<file path="src/rtl/core/edge_upwind_stencil_core_macros.svh">
// assertion macros shared by the edge upwind stencil rtl
// no dependencies; assertions compile out under SYNTHESIS
`ifndef EDGE_UPWIND_STENCIL_CORE_MACROS_SVH
`define EDGE_UPWIND_STENCIL_CORE_MACROS_SVH
`ifndef SYNTHESIS
// same-cycle implication
`define EUS_ASSERT_IMP(lbl, clk, rstn, ante, cons) \
  lbl: assert property (@(posedge clk) disable iff (!rstn) (ante) |-> (cons)) \
    else $error("edge upwind stencil assertion failed");
// next-cycle implication
`define EUS_ASSERT_NXT(lbl, clk, rstn, ante, cons) \
  lbl: assert property (@(posedge clk) disable iff (!rstn) (ante) |=> (cons)) \
    else $error("edge upwind stencil assertion failed");
`else
`define EUS_ASSERT_IMP(lbl, clk, rstn, ante, cons)
`define EUS_ASSERT_NXT(lbl, clk, rstn, ante, cons)
`endif
`endif

</file>
<file path="src/rtl/core/eus_pkg.sv">
// shared types, constants and tables of the edge upwind stencil
// no dependencies
package eus_pkg;

  localparam int VALUE_WIDTH_DEF = 32;
  localparam int QUEUE_DEPTH     = 4;
  localparam int EXP_BITS        = 21;
  localparam int DIV_BITS        = 17;

  localparam logic [16:0] ONE_Q16  = 17'd65536;
  localparam logic [16:0] HALF_Q16 = 17'd32768;

  // weight rule codes
  localparam logic [1:0] RULE_UPWIND    = 2'd0;
  localparam logic [1:0] RULE_SAMARSKII = 2'd1;
  localparam logic [1:0] RULE_EXP       = 2'd2;
  localparam logic [1:0] RULE_CENTERED  = 2'd3;

  // configuration register indexes
  localparam logic CFG_IDX_RULE = 1'b0;
  localparam logic CFG_IDX_FORM = 1'b1;

  // exp(-2^(k-16)) in q0.32
  localparam logic [31:0] EXP_NEG_BIT [EXP_BITS] = '{
    32'd4294901760, 32'd4294836226, 32'd4294705160, 32'd4294443040, 32'd4293918848,
    32'd4292870656, 32'd4290775039, 32'd4286586875, 32'd4278222806, 32'd4261543605,
    32'd4228380000, 32'd4162825044, 32'd4034748382, 32'd3790295335, 32'd3344923893,
    32'd2605029347, 32'd1580030169, 32'd581260615,  32'd78665070,   32'd1440801,
    32'd483
  };

  // classified edge as it sits in the queue
  typedef struct packed {
    logic signed [31:0] flux;
    logic signed [32:0] x;
    logic signed [1:0]  s1;
    logic signed [1:0]  s2;
    logic               flux_zero;
  } edge_t;

endpackage

</file>
<file path="src/rtl/core/eus_front.sv">
// front end: unpacks an input item, decodes signs and forms the criterion x
// depends on eus_pkg
module eus_front (
  input  logic [71:0]    s_tdata_i,
  output eus_pkg::edge_t edge_o
);

  logic signed [31:0] crit;
  logic signed [32:0] crit_ext;
  logic signed [1:0]  s1;
  logic signed [1:0]  s2;

  // sign decode: any negative pattern counts as minus one
  function automatic logic signed [1:0] dec_sign(input logic [1:0] raw);
    logic signed [1:0] r;
    case (raw)
      2'b01:   r = 2'sd1;
      2'b00:   r = 2'sd0;
      default: r = -2'sd1;
    endcase
    return r;
  endfunction

  assign crit     = s_tdata_i[63:32];
  assign crit_ext = 33'(crit);
  assign s1       = dec_sign(s_tdata_i[65:64]);
  assign s2       = dec_sign(s_tdata_i[67:66]);

  // x = -s1 * criterion
  always_comb begin
    edge_o.flux      = s_tdata_i[31:0];
    edge_o.s1        = s1;
    edge_o.s2        = s2;
    edge_o.flux_zero = (s_tdata_i[31:0] == 32'd0);
    if (s1 == 2'sd1) begin
      edge_o.x = -crit_ext;
    end else if (s1 == 2'sd0) begin
      edge_o.x = '0;
    end else begin
      edge_o.x = crit_ext;
    end
  end

endmodule

</file>
<file path="config.mk">
export PLATFORM = sky130hd
export DESIGN_NAME = eus_front
export DESIGN_NICKNAME = d
export VERILOG_FILES = /design/src/rtl/core/edge_upwind_stencil_core_macros.svh /design/src/rtl/core/eus_pkg.sv /design/src/rtl/core/eus_front.sv
export SDC_FILE = /design/constraint.sdc
export NUM_CORES = 1
export LEC_CHECK = 0
export ABC_AREA = 0
export BUFFER_PORTS_ARGS = -buffer_cell sky130_fd_sc_hd__buf_2
export CAP_MARGIN = 15
export CORE_UTILIZATION = 35
export DETAILED_ROUTE_END_ITERATION = 8
export GPL_ROUTABILITY_DRIVEN = 0
export GPL_TIMING_DRIVEN = 0
export PLACE_DENSITY = 0.82
export SLEW_MARGIN = 20
export SYNTH_ARGS = -nofsm -noshare
export SYNTH_HDL_FRONTEND = slang
export SYNTH_SLANG_ARGS = --single-unit
</file>
<file path="constraint.sdc">
create_clock -name vclk -period 2.2
set_input_delay 0.22 -clock vclk [all_inputs]
set_output_delay 0.22 -clock vclk [all_outputs]
set_load 0.02 [all_outputs]
</file>
==> run summary <==
Wirelength per Cell: 14.6 µm
Die Span X: 66.5 µm
WP data required: 1.98 ns
Remaining global-route overflow: 0
Ant diodes: 0
Die height: 66.5 µm
Crit start category: input pin
CP max FO: 2
VDD IR max: 0.119 mV
Synthesized instance count: 222
Failing checks: negative setup slack
FFs & Latches: 0
Crit path kind: in -> out
Residual DRC: 0
Via-to-Cell Ratio: 5.63
Max cap viols: 0
Vias: 2336
Core area: 4000 µm²
RSZ-0062 raised after global routing: yes
Netlist cell types: 46
Minimum clock period: 2.39 ns
IO buf count: 134
Mapped Area: 1460 µm²
Register Area: 0 µm²
FMAX: 419 MHz
I/O pin cnt: 142
GR Util All Layers: 23.7%
Vias in the first global route: 1943
Setup_tns: -0.654 ns
WL final: 6070 µm
First-pass GRT wire length: 8380 µm
Setup WS post-layout: -0.189 ns
Power density over cell area: 210 nW/µm²
Fill cells: 373
Measured slew at the worst slew-check pin: 0.600 ns
Initial Utilization: 36.4%
Sequential-to-total area share from yosys stat: 0%
Setup violators final: 4
Status: complete, but fails checks
Mean Syn Cell Area: 6.57 µm²
# clk buffers: 0
Post-DP HPWL: 4630 µm
Total Die Area: 4430 µm²
Worst slew margin: 60.0%
Area growth, synth to finish: 72.5%
Iter 0 DRT Violations: 53
Fin. max-slew vios: 0
Class of the worst hold path: in -> out
Initial antenna violation count: 0
Ys Warns: 0
Static leakage: 1.24 nW
Fin crit share: 109%
Nets: 440
Commonest non-fill, non-tap cells in the layout: buf_2 (122), buf_4 (41), nor2_1 (21), nand2_1 (16), nand3_1 (16)
Syn Nets: 295
Final Hold Viols: 0
First-pass DRT Iterations: 4
Post-DRT Antenna Nets: 0
Num rows: 23
Tot Pwr: 527 µW
Largest net degree at the start of global routing: 11
Layout cells sized above 1: 58.9%
Crit path DAT: 2.17 ns
Commonest non-fill, non-tap cell in the layout: buf_2
Critical path capture point type: primary output
## stage by stage
stage	setup slack [ns]	cells	utilization (%)	hold WS (ns)	instance area [µm²]
2_1_floorplan	0.0809	222	-	0.553	1460
5_1_grt	-0.234	415	62.9	0.771	2510
6_report	-0.189	415	62.9	0.743	2510
3_3_place_gp	-0.169	406	54.8	0.739	2190
3_5_place_dp	-0.220	406	54.8	0.746	2190
4_1_cts	-0.138	412	58.8	0.746	2350
## logic make-up after synthesis
logic type / count (synthesis) / synth area share (%)
muxes: 4 / 3.09
buffers and inverters: 50 / 23.9
AOI/OAI and AO/OA: 40 / 21.8
xor gates and xnor gates: 3 / 1.80
and+or+nand+nor: 124 / 48.5
adders and majority gates: 1 / 0.858
## repair_timing
action	CTS	global route
buffers inserted	6	3
gates cloned	0	0
setup endpoints to repair	16	13
hold buffers	0	0
gates resized for setup	28	33
pin swaps	7	9
## report_power, final
group          total [mW]  leakage [nW]  internal (mW)  switching, mW
registers               0             0              0              0
logic               0.527          1.24          0.227          0.300
clock network           0             0              0              0
## worst max-delay path, stage by stage
cell,delay [ns]
buf_8,0.09
or4_4,0.54
or4_4,0.47
buf_6,0.15
nor4_4,0.17
nor3_1,0.10
a221o_1,0.28
buf_6,0.14
## routing by layer
layer | wire length, µm | GRT usage [%] | vias up
met3 | 452 | 2.91 | 12
met4 | 87 | 5.05 | 0
met1 | 2140 | 23.6 | 1083
met2 | 3390 | 50.3 | 131
met5 | 0 | 0 | -
li1 | - | - | 1110
## synthesized netlist by cell type (2+ instances only)
| library cell | number | area share, % |
|---|---|---|
| a211o_1 | 4 | 2.4 |
| a211oi_1 | 4 | 2.1 |
| a21o_1 | 2 | 1.0 |
| a21oi_1 | 6 | 2.1 |
| a221o_1 | 4 | 2.7 |
| a22o_1 | 8 | 4.8 |
| and2_1 | 4 | 1.7 |
| buf_4 | 33 | 17 |
| clkbuf_1 | 8 | 2.1 |
| inv_1 | 3 | 0.77 |
| mux2_1 | 4 | 3.1 |
| nand2_1 | 16 | 4.1 |
| nand3_1 | 19 | 6.5 |
| nand4_1 | 7 | 3.0 |
| nor2_1 | 22 | 5.7 |
| nor2b_1 | 2 | 0.86 |
| nor3_1 | 14 | 4.8 |
| nor4_1 | 17 | 7.3 |
| nor4_2 | 2 | 1.7 |
| nor4_4 | 2 | 2.9 |
| o311ai_1 | 6 | 3.6 |
| or3_1 | 8 | 3.4 |
| or4_4 | 2 | 1.5 |
| xnor2_1 | 3 | 1.8 |
## final cells by class
type / count / area (µm²) / area share [%]
repair buffers: 143 / 825 / 32.8
plain buffers: 45 / 328 / 13.0
well taps: 50 / 62.6 / 2.49
inverters: 5 / 21.3 / 0.846
multi-input cells: 172 / 1280 / 50.8
## path summary, 6_finish.rpt
path / start / end / slack [ns] / depth (start not counted)
worst max-delay path: s_tdata_i[55] / edge_o[35] / -0.19 / 8
worst min-delay path: s_tdata_i[67] / edge_o[2] / 0.74 / 3
Note: power is estimated with default switching activity, not from simulation.
