[config.mk]
export PLATFORM = sky130hd
export DESIGN_NAME = eus_fifo
export DESIGN_NICKNAME = d
export VERILOG_FILES = /design/src/rtl/core/eus_pkg.sv /design/src/rtl/core/eus_fifo.sv
export VERILOG_INCLUDE_DIRS = /design/src /design/src/rtl/core
export SDC_FILE = /design/constraint.sdc
export NUM_CORES = 1
export LEC_CHECK = 0
export BUFFER_PORTS_ARGS = -buffer_cell sky130_fd_sc_hd__buf_2
export CORE_MARGIN = 4
export CORE_UTILIZATION = 57
export CTS_CLUSTER_SIZE = 10
export DETAILED_ROUTE_END_ITERATION = 6
export HOLD_SLACK_MARGIN = 0.08
export PLACE_DENSITY = 0.76
export SYNTH_ARGS = -nofsm -noshare
export SYNTH_HDL_FRONTEND = slang
export SYNTH_SLANG_ARGS = --single-unit
[constraint.sdc]
create_clock -name clk_i -period 3.3 [get_ports clk_i]
set_input_delay 0.165 -clock clk_i [delete_from_list [all_inputs] [get_ports clk_i]]
set_output_delay 0.165 -clock clk_i [all_outputs]
set_load 0.03 [all_outputs]
[src/rtl/core/edge_upwind_stencil_core_macros.svh]
// assertion macros shared by the edge upwind stencil rtl
// no dependencies; assertions compile out under SYNTHESIS
`ifndef EDGE_UPWIND_STENCIL_CORE_MACROS_SVH
`define EDGE_UPWIND_STENCIL_CORE_MACROS_SVH
`ifndef SYNTHESIS
// same-cycle implication
`define EUS_ASSERT_IMP(lbl, clk, rstn, ante, cons) \
  lbl: assert property (@(posedge clk) disable iff (!rstn) (ante) |-> (cons)) \
    else $error("edge upwind stencil assertion failed");
// next-cycle implication
`define EUS_ASSERT_NXT(lbl, clk, rstn, ante, cons) \
  lbl: assert property (@(posedge clk) disable iff (!rstn) (ante) |=> (cons)) \
    else $error("edge upwind stencil assertion failed");
`else
`define EUS_ASSERT_IMP(lbl, clk, rstn, ante, cons)
`define EUS_ASSERT_NXT(lbl, clk, rstn, ante, cons)
`endif
`endif

[src/rtl/core/eus_pkg.sv]
// shared types, constants and tables of the edge upwind stencil
// no dependencies
package eus_pkg;

  localparam int VALUE_WIDTH_DEF = 32;
  localparam int QUEUE_DEPTH     = 4;
  localparam int EXP_BITS        = 21;
  localparam int DIV_BITS        = 17;

  localparam logic [16:0] ONE_Q16  = 17'd65536;
  localparam logic [16:0] HALF_Q16 = 17'd32768;

  // weight rule codes
  localparam logic [1:0] RULE_UPWIND    = 2'd0;
  localparam logic [1:0] RULE_SAMARSKII = 2'd1;
  localparam logic [1:0] RULE_EXP       = 2'd2;
  localparam logic [1:0] RULE_CENTERED  = 2'd3;

  // configuration register indexes
  localparam logic CFG_IDX_RULE = 1'b0;
  localparam logic CFG_IDX_FORM = 1'b1;

  // exp(-2^(k-16)) in q0.32
  localparam logic [31:0] EXP_NEG_BIT [EXP_BITS] = '{
    32'd4294901760, 32'd4294836226, 32'd4294705160, 32'd4294443040, 32'd4293918848,
    32'd4292870656, 32'd4290775039, 32'd4286586875, 32'd4278222806, 32'd4261543605,
    32'd4228380000, 32'd4162825044, 32'd4034748382, 32'd3790295335, 32'd3344923893,
    32'd2605029347, 32'd1580030169, 32'd581260615,  32'd78665070,   32'd1440801,
    32'd483
  };

  // classified edge as it sits in the queue
  typedef struct packed {
    logic signed [31:0] flux;
    logic signed [32:0] x;
    logic signed [1:0]  s1;
    logic signed [1:0]  s2;
    logic               flux_zero;
  } edge_t;

endpackage

[src/rtl/core/eus_fifo.sv]
// short queue of classified edges between front and back
// depends on eus_pkg; depth must be a power of two
`include "edge_upwind_stencil_core_macros.svh"
module eus_fifo #(
  parameter int DEPTH = eus_pkg::QUEUE_DEPTH
) (
  input  logic           clk_i,
  input  logic           rst_ni,
  input  logic           push_i,
  input  eus_pkg::edge_t data_i,
  output logic           ready_o,
  input  logic           pop_i,
  output logic           valid_o,
  output eus_pkg::edge_t data_o
);

  localparam int PW = (DEPTH > 1) ? $clog2(DEPTH) : 1;
  localparam int CW = $clog2(DEPTH + 1);

  eus_pkg::edge_t mem_q [DEPTH];
  logic [PW-1:0]  wr_ptr_q, wr_ptr_d, rd_ptr_q, rd_ptr_d;
  logic [CW-1:0]  cnt_q, cnt_d;
  logic           do_push, do_pop;

  assign ready_o = (cnt_q != CW'(DEPTH));
  assign valid_o = (cnt_q != '0);
  assign data_o  = mem_q[rd_ptr_q];
  assign do_push = push_i && ready_o;
  assign do_pop  = pop_i && valid_o;

  // pointer and fill count
  always_comb begin
    wr_ptr_d = do_push ? wr_ptr_q + PW'(1) : wr_ptr_q;
    rd_ptr_d = do_pop ? rd_ptr_q + PW'(1) : rd_ptr_q;
    cnt_d    = cnt_q + CW'(do_push) - CW'(do_pop);
  end

  always_ff @(posedge clk_i or negedge rst_ni) begin
    if (!rst_ni) begin
      wr_ptr_q <= '0;
      rd_ptr_q <= '0;
      cnt_q    <= '0;
    end else begin
      wr_ptr_q <= wr_ptr_d;
      rd_ptr_q <= rd_ptr_d;
      cnt_q    <= cnt_d;
    end
  end

  // entry storage
  always_ff @(posedge clk_i) begin
    if (do_push) begin
      mem_q[wr_ptr_q] <= data_i;
    end
  end

  `EUS_ASSERT_IMP(a_cnt_bound, clk_i, rst_ni, 1'b1, cnt_q <= CW'(DEPTH))
  `EUS_ASSERT_NXT(a_cnt_inc, clk_i, rst_ni, do_push && !do_pop, cnt_q == $past(cnt_q) + CW'(1))
  `EUS_ASSERT_NXT(a_cnt_dec, clk_i, rst_ni, do_pop && !do_push, cnt_q == $past(cnt_q) - CW'(1))

endmodule

==> results of run 1 <==
-- timing repair --
item / CTS / global route
resized for setup: 0 / 0
hold buffers: 74 / 0
endpoints found under the hold margin: 291 / 0
-- cell type report --
class                           count  area (sq um)
Fill cell                        1057          4831
Clock buffer                       44         952.2
Clock inverter                      1         3.754
Tap cell                          229         286.5
Inverter                            6         22.52
Timing Repair Buffer              226          1594
Sequential cell                   287          8591
Multi-Input combinational cell     98          1867
-- routing by layer --
layer  routed length [microns]  share of wire (%)
met4                       305                1.6
met2                      9934                 52
met5                         0                  0
met3                      1405                7.3
met1                      7593                 39
-- worst max-delay path, delay by kind of cell (launching register included) --
kind | cells | cell delay, ns
flops | 1 | 0.78
mux | 1 | 0.58
buf+inv | 2 | 0.63
-- per-stage QoR --
step           worst slack, ns  area, sq um  std cells  hold slack [ns]  utilization [%]
5_1_grt                 0.4263        13320        891           0.4228            73.38
3_5_place_dp            0.9457        11620        772          0.01384            64.03
6_report                0.6527        13320        891           0.4268            73.38
3_3_place_gp             1.089        11620        772         0.006458            64.03
2_1_floorplan           0.4895        10650        407          -0.1306                -
4_1_cts                 0.5353        13320        891           0.4037            73.38
-- power by group --
part	internal, mW	switching, mW	leakage [nW]
clock network	1.99	1.24	0.466
logic	1.59	2.45	1.52
registers	4.82	0.398	2.65
-- cell usage after synthesis, types with 2 or more instances --
master,instances,share of area (%)
buf_12,7,1.3
mux4_1,2,0.49
nand2b_1,4,0.23
xnor2_1,3,0.25
nand4bb_1,2,0.21
ha_1,6,0.71
o211ai_1,2,0.14
and3b_1,4,0.33
inv_1,6,0.21
buf_2,7,0.33
edfxtp_1,280,79
dfrtp_1,7,1.6
mux4_2,68,14
-- how the worst min path moves through the flow --
stage                   endpoint  slack, ns  depth (start not counted)
CTS                 mem_q[0][27]       0.40                          2
finish               mem_q[2][5]       0.43                          2
global placement     wr_ptr_q[1]      0.006                          1
floorplan               cnt_q[0]      -0.13                          0
detailed placement      cnt_q[0]       0.01                          1
global route        mem_q[2][30]       0.42                          2
-- cells by family after synthesis --
group	count (synthesis)
multiplexers	70
AO/OA/AOI/OAI	4
buffers and inverters	22
flip-flops	287
adder cells (fa/ha/maj)	7
AND/OR/NAND/NOR	13
XOR/XNOR	4
-- registers in the layout, summed over array words and instances, names as in the netlist --
name,count
cnt_q,3
mem_q,280
rd_ptr_q,2
wr_ptr_q,2
==> reports/metrics.yaml, run 1 <==
power.leakage_nw: 4.629
dieWidth_microns: 144.7
arrival_ns: 2.48
critPathMaxFanout: 27
antenna_cells: 0
layout_commonest_cell: "edfxtp_1"
gp_congestion: 0.7436
synthesis.nets: 488
outcome: "finished clean"
async_flop_share_pct: 2.439
yosys.area_share.simple_pct: 0.9871
cp-end-kind: "primary output"
top_usage_layer: "met2"
hpwl_microns: 11230
total_power_mw: 12.48
area_growth_pct: 25.06
drv_cap: 0
slowest_stage: "dfrtp_4"
r2r_start: "cnt_q[1]"
cts_sinks: 287
hp-class: "in -> reg"
ios: 146
setup_viol: 0
path_cells: "buf_4 > mux4_2 > buf_2"
floorplan.die_area_sq_um: 20930
grt_remaining_overflow: 0
cts_tree: "yes"
clk_latency_ns: 0.49
antenna_found_initial: 0
synth_adder_area_share_pct: 0.8931
powerDensity_nw_per_um2: 937.3
tightest_slew_ns: 0.6440
core_sq_um: 18150
drtAntennaViolNets: 0
synth_edf_count: 280
critPathMaxStageDelay_ns: 0.78
start_util_pct: 58.67
gr-usage-met1_pct: 25.75
grt.total_usage_pct: 19.15
slew_viol_final: 0
numCtsBuffers: 34
max_freq_ghz: 0.3777
period_minus_slack_ns: 2.647
num_rows: 49
synth-seq-cells: 287
syn-cell-area_sq_um: 10650
grt_max_degree: 46
drtIter0Drc: 303
cts_setup_buffers: 0
layout_worst_path_cycle_share_pct: 80.22
fin_skew_ns: 0.009931
slew_headroom_pct: 57.07
htree_levels: 2
tns_ns: 0
grt_pass1_wl_microns: 30140
crit_type: "reg -> out"
drcViolationCount: 0
yosysUniqueCellTypes: 22
met2_usage_pct: 32.04
cp_data_required_time_ns: 3.13
ys_seq_area_share_pct: 80.61
rsz0062_at_grt: "false"
via_per_inst: 5.629
rr_worst_depth: 9
max-vdd-ir-drop_uv: 523.7
numPortBuffers: 145
setup.worst_path.start: "rd_ptr_q[0]"
regToRegSetupSlack_ns: 0.97
cts_root_buffer: "clkbuf_16"
firstDrtPassIters: 4
ys.flop_type: "edfxtp_1"
drt-wirelength-per-cell_microns: 21.59
grt_util_met3_pct: 4.469
synth_top_family_by_area: "multiplexers"
clockBufferDepth: 3
hold_start: "data_i[5]"
vias: 5015
muxShareOfSynthArea_pct: 14.88
worstReg2RegEnd: "cnt_q[2]"
wl_microns: 19240
nets: 734
drive_above_1_share_pct: 39.88
grt_pass1_vias: 5552
syn_inst: 407
synth-compound-area-share_pct: 0.3055
critPathCapture: "data_o[46]"
final_cell_mix: "edfxtp_1, buf_2, dlygate4sd3_1, mux4_2, clkbuf_16"
yosysWarnings: 0
die_h_microns: 144.7
synth_xor_area_share_pct: 0.3290
clk_pin_slew_ns: 0.06
syn_avg_cell_area_sq_um: 26.16
final_hold_viol_count: 0
crit_path_start_kind: "register"
Note: power is estimated with default switching activity, not from simulation.
==> run 2: changes to the inputs <==
Clock period 3.3 ns to 2.7 ns, I/O delays scaled along.
==> run 2 against run 1 <==
First-iteration DRC count is 8.9% lower. Combinational power is 27% higher. Final cell count is 1.0% higher. Via count is 3.3% higher. Flip-flop and latch count stayed put. Register-to-register slack worse by 0.62 ns. Critical path depth stayed put. Global-route usage is 1.3 points higher. Clock power is 21% higher. Power is 23% higher. Clock skew is 0.0090 ns higher. Sequential share of layout area is 0.32 points lower. Largest power group unchanged.
==> reports/metrics.yaml, run 2 (same netlist as run 1, synthesis figures left out) <==
outcome: "finished clean"
hold_start: "data_i[37]"
setup.worst_path.start: "rd_ptr_q[0]"
share_comb_of_total_power_pct: 33.3
nets: 740
num_rows: 49
slew_headroom_pct: 59.45
firstDrtPassIters: 4
area_growth_pct: 25.69
tightest_slew_ns: 0.6083
tns_ns: 0
layout_worst_path_cycle_share_pct: 94.38
power.leakage_nw: 4.661
drt-wirelength-per-cell_microns: 23.00
p_clk_share_pct: 25.4
layout_commonest_cell: "edfxtp_1"
drv_cap: 0
top_register: "mem_q"
start_util_pct: 58.67
clockBufferDepth: 3
max_freq_ghz: 0.3924
clk_latency_ns: 0.49
crit_path_start_kind: "register"
r2r_start: "cnt_q[1]"
setup_viol: 0
cp_data_required_time_ns: 2.57
drive_above_1_share_pct: 40.24
grt_remaining_overflow: 0
vias: 5181
floorplan.die_area_sq_um: 20930
hpwl_microns: 11910
regArea_sq_um: 8591
final_hold_viol_count: 0
critPathMaxFanout: 27
via_per_inst: 5.757
cts_setup_buffers: 0
crit_type: "reg -> out"
fillCellCount: 1063
switching_power_mw: 5.109
hp-class: "in -> reg"
top_regs: "mem_q x280, cnt_q x3"
drcViolationCount: 0
grt.total_usage_pct: 20.45
powerDensity_nw_per_um2: 1150
cts_tree: "yes"
rr_worst_depth: 9
drtAntennaViolNets: 0
cts_root_buffer: "clkbuf_16"
min_path_cells: 2
period_minus_slack_ns: 2.548
rsz0062_at_grt: "false"
numCtsBuffers: 34
slew_viol_final: 0
ios: 146
dieWidth_microns: 144.7
gp_congestion: 0.7275
p_sw_share_pct: 33.20
cp-end-kind: "primary output"
grt_pass1_vias: 5660
power.internal_mw: 10.28
cts_sinks: 287
cts.repair.resized: 0
arrival_ns: 2.41
ctsHoldBuffers: 74
drtIter0Drc: 276
htree_levels: 2
clk_pin_slew_ns: 0.06
core_sq_um: 18150
post-place-ws_ns: 0.3605
die_h_microns: 144.7
grt_pass1_wl_microns: 31650
numPortBuffers: 145
setup_ws_ns: 0.1519
antenna_found_initial: 0
largest_register_ffs: 280
p_seq_share_pct: 41.2
multi_input_area_sq_um: 1867
fin_skew_ns: 0.01895
antenna_cells: 0
max-vdd-ir-drop_uv: 633.2
final_cell_mix: "edfxtp_1, buf_2, dlygate4sd3_1, mux4_2, clkbuf_16"
wl_microns: 20700
grt_max_degree: 71
-- run 2: cell count changes in the layout (fill, tap and decap cells not counted), sizes merged --
cell | previous run | this run
clkbuf | 44 | 47
buf | 152 | 158
clkinv | 1 | 0
inv | 6 | 7
-- run 2: worst max-delay path, cell delays in order, from the launching register on --
cell	delay (ns)
dfrtp_4	0.82
buf_4	0.32
mux4_1	0.57
buf_2	0.19
-- run 2: layer usage --
layer,vias to the layer above,global-route usage [%],share of wire [%]
met5,-,0,0
met4,0,6.284,2.0
met3,35,4.305,6.2
met2,185,35.89,54
met1,2708,25.99,37
li1,2253,-,-
-- run 2: path summary, 6_finish.rpt --
check                          endpoint  slack (ns)
max                          data_o[69]        0.15
min                        mem_q[2][37]        0.40
max reg2reg                    cnt_q[2]        0.35
min reg2reg                 wr_ptr_q[1]        0.61
max in group asynchronous   rd_ptr_q[1]        1.78
min in group asynchronous      cnt_q[1]        0.62
-- run 2: metrics by stage --
step | cells | util (%) | hold slack (ns) | cell area, sq um | power, mW
3_3_place_gp | 778 | 64.49 | -0.02591 | 11700 | 11.44
3_5_place_dp | 778 | 64.49 | -0.01078 | 11700 | 11.56
6_report | 900 | 73.75 | 0.3958 | 13380 | 15.39
5_1_grt | 900 | 73.75 | 0.3955 | 13380 | 16.07
2_1_floorplan | 407 | - | -0.1606 | 10650 | 10.11
4_1_cts | 900 | 73.75 | 0.3758 | 13380 | 15.58
-- run 2: final cells by class --
class / count / area share (%)
Clock buffer: 47 / 6.956
Inverter: 6 / 0.1683
Timing Repair Buffer: 232 / 12.53
Multi-Input combinational cell: 98 / 13.95
Sequential cell: 287 / 64.19
Clock inverter: 1 / 0.06545
Tap cell: 229 / 2.141
-- run 2: power groups by stage --
| stage | combinational, mW | sequential [mW] | clock [mW] |
|---|---|---|---|
| 2_1_floorplan | 3.98 | 6.13 | 0 |
| 3_3_place_gp | 5.08 | 6.36 | 0 |
| 3_5_place_dp | 5.11 | 6.44 | 0 |
| 4_1_cts | 5.22 | 6.36 | 4.00 |
| 5_1_grt | 5.44 | 6.44 | 4.18 |
| 6_report | 5.13 | 6.35 | 3.91 |
==> run 3: changes to the inputs <==
Settings changed: CORE_UTILIZATION 57 to 45, PLACE_DENSITY 0.76 to 0.62.
==> run 3 against run 2 <==
Via count down 1.9%. Utilization down 16 points. Power down 0.86%. Maximum frequency up 2.5%. Combinational power about the same. Final cell count up 9.6%. Register-to-register slack about the same. Global-route usage down 5.2 points. Clock power down 2%. Routed wire length down 5.5%. Cell area up 0.52%. Critical path type unchanged. Largest power group unchanged.
==> reports/metrics.yaml, run 3 (same netlist as run 1, synthesis figures left out) <==
hpwl_microns: 11490
ios: 146
grt_max_degree: 42
met2_usage_pct: 26.01
drtIter0Drc: 322
regArea_sq_um: 8591
start_util_pct: 45.50
setup_viol: 0
drv_cap: 0
drive_above_1_share_pct: 40.63
clk_latency_ns: 0.49
drt-wirelength-per-cell_microns: 19.84
tns_ns: 0
arrival_ns: 2.35
top_register: "mem_q"
cp_data_required_time_ns: 2.57
drtAntennaViolNets: 0
final_cell_mix: "edfxtp_1, buf_2, dlygate4sd3_1, mux4_2, clkbuf_16"
grt_pass1_vias: 5586
num_rows: 56
critPathMaxStageDelay_ns: 0.80
vias: 5081
hp-class: "in -> reg"
finalInstanceArea_sq_um: 13450
crit_type: "reg -> out"
p_sw_share_pct: 33.04
via_per_inst: 5.153
fillCellCount: 1772
fin_skew_ns: 0.008919
wl_microns: 19560
gr-usage-met1_pct: 19.94
power.leakage_nw: 4.652
cts_root_buffer: "clkbuf_16"
largest_register_ffs: 280
final_hold_viol_count: 0
powerDensity_nw_per_um2: 1134
antenna_cells: 0
rsz0062_at_grt: "false"
switching_power_mw: 5.040
top_regs: "mem_q x280, cnt_q x3"
grt.total_usage_pct: 15.22
cts_tree: "yes"
tightest_slew_ns: 0.5910
cts_sinks: 287
layout_worst_path_cycle_share_pct: 92.07
cts_setup_buffers: 0
clockBufferDepth: 3
area_growth_pct: 26.35
dieWidth_microns: 161.8
top_usage_layer: "met2"
clk_pin_slew_ns: 0.06
slowest_stage: "dfrtp_4"
critPathMaxFanout: 28
place_area_sq_um: 11810
floorplan.die_area_sq_um: 26190
p_clk_share_pct: 25.1
numPortBuffers: 145
nets: 742
fin_cells: 986
p_seq_share_pct: 41.1
slew_viol_final: 0
slew_headroom_pct: 60.60
period_minus_slack_ns: 2.486
grt_util_met3_pct: 3.146
multi_input_area_sq_um: 1867
die_h_microns: 161.8
layout_commonest_cell: "edfxtp_1"
power.internal_mw: 10.21
grt_remaining_overflow: 0
max-vdd-ir-drop_uv: 683.0
numCtsBuffers: 34
share_comb_of_total_power_pct: 33.8
cp-end-kind: "primary output"
antenna_found_initial: 0
grt_pass1_wl_microns: 31020
cts.repair.resized: 0
htree_levels: 2
path_cells: "buf_4 > mux4_2 > buf_2"
max_freq_ghz: 0.4023
gp_congestion: 0.7556
total_power_mw: 15.25
outcome: "finished clean"
drcViolationCount: 0
placed_cells: 870
crit_path_start_kind: "register"
core_sq_um: 23400
firstDrtPassIters: 4
run 3: path summary, 6_finish.rpt:
kind	cells after the start	startpoint	slack (ns)	end
setup reg to reg	9	cnt_q[1]	0.36	cnt_q[2]
setup / recovery	3	rd_ptr_q[0]	0.21	data_o[31]
hold / removal	2	data_i[53]	0.40	mem_q[1][53]
max in group asynchronous	3	rst_ni	1.82	rd_ptr_q[1]
hold reg to reg	2	wr_ptr_q[1]	0.61	wr_ptr_q[1]
min in group asynchronous	3	rst_ni	0.60	rd_ptr_q[0]
run 3: area by class of cell:
cell class,count,area share [%]
Timing Repair Buffer,234,12.39
Clock inverter,1,0.06510
Tap cell,319,2.967
Inverter,6,0.1674
Clock buffer,41,6.678
Sequential cell,287,63.86
Multi-Input combinational cell,98,13.88
run 3: power by group through the flow:
stage | Sequential [mW] | Combinational [mW] | Clock [mW]
finish | 6.27 | 5.16 | 3.83
global route | 6.37 | 5.49 | 4.15
CTS | 6.30 | 5.29 | 3.95
detailed placement | 6.38 | 5.18 | 0
global placement | 6.32 | 5.15 | 0
floorplan | 6.13 | 3.98 | 0
run 3: timing repair:
action                                  in CTS  in global routing
hold buffers                                74                  0
endpoints found under the hold margin      291                  0
endpoints found under the setup margin       0                  0
run 3: critical path: cells and delay by family, from the launching register on:
kind | cells | cell delay, ns
flops | 1 | 0.80
buf+inv | 2 | 0.50
mux | 1 | 0.54
run 3: stage by stage:
step	utilization (%)	worst slack [ns]	hold WS, ns
2_1_floorplan	-	0.6115	-0.1606
3_3_place_gp	50.44	0.5037	-0.02473
3_5_place_dp	50.44	0.3311	-0.01457
4_1_cts	57.49	0.1323	0.3679
5_1_grt	57.49	0.06165	0.3945
6_report	57.49	0.2141	0.3962
run 3: per-layer routing:
| layer | vias up | share of wire [%] | wire (microns) |
|---|---|---|---|
| li1 | 2246 | - | - |
| met1 | 2632 | 41 | 8055 |
| met2 | 170 | 51 | 10040 |
| met3 | 33 | 5.8 | 1134 |
| met4 | 0 | 1.7 | 335 |
| met5 | - | 0 | 0 |
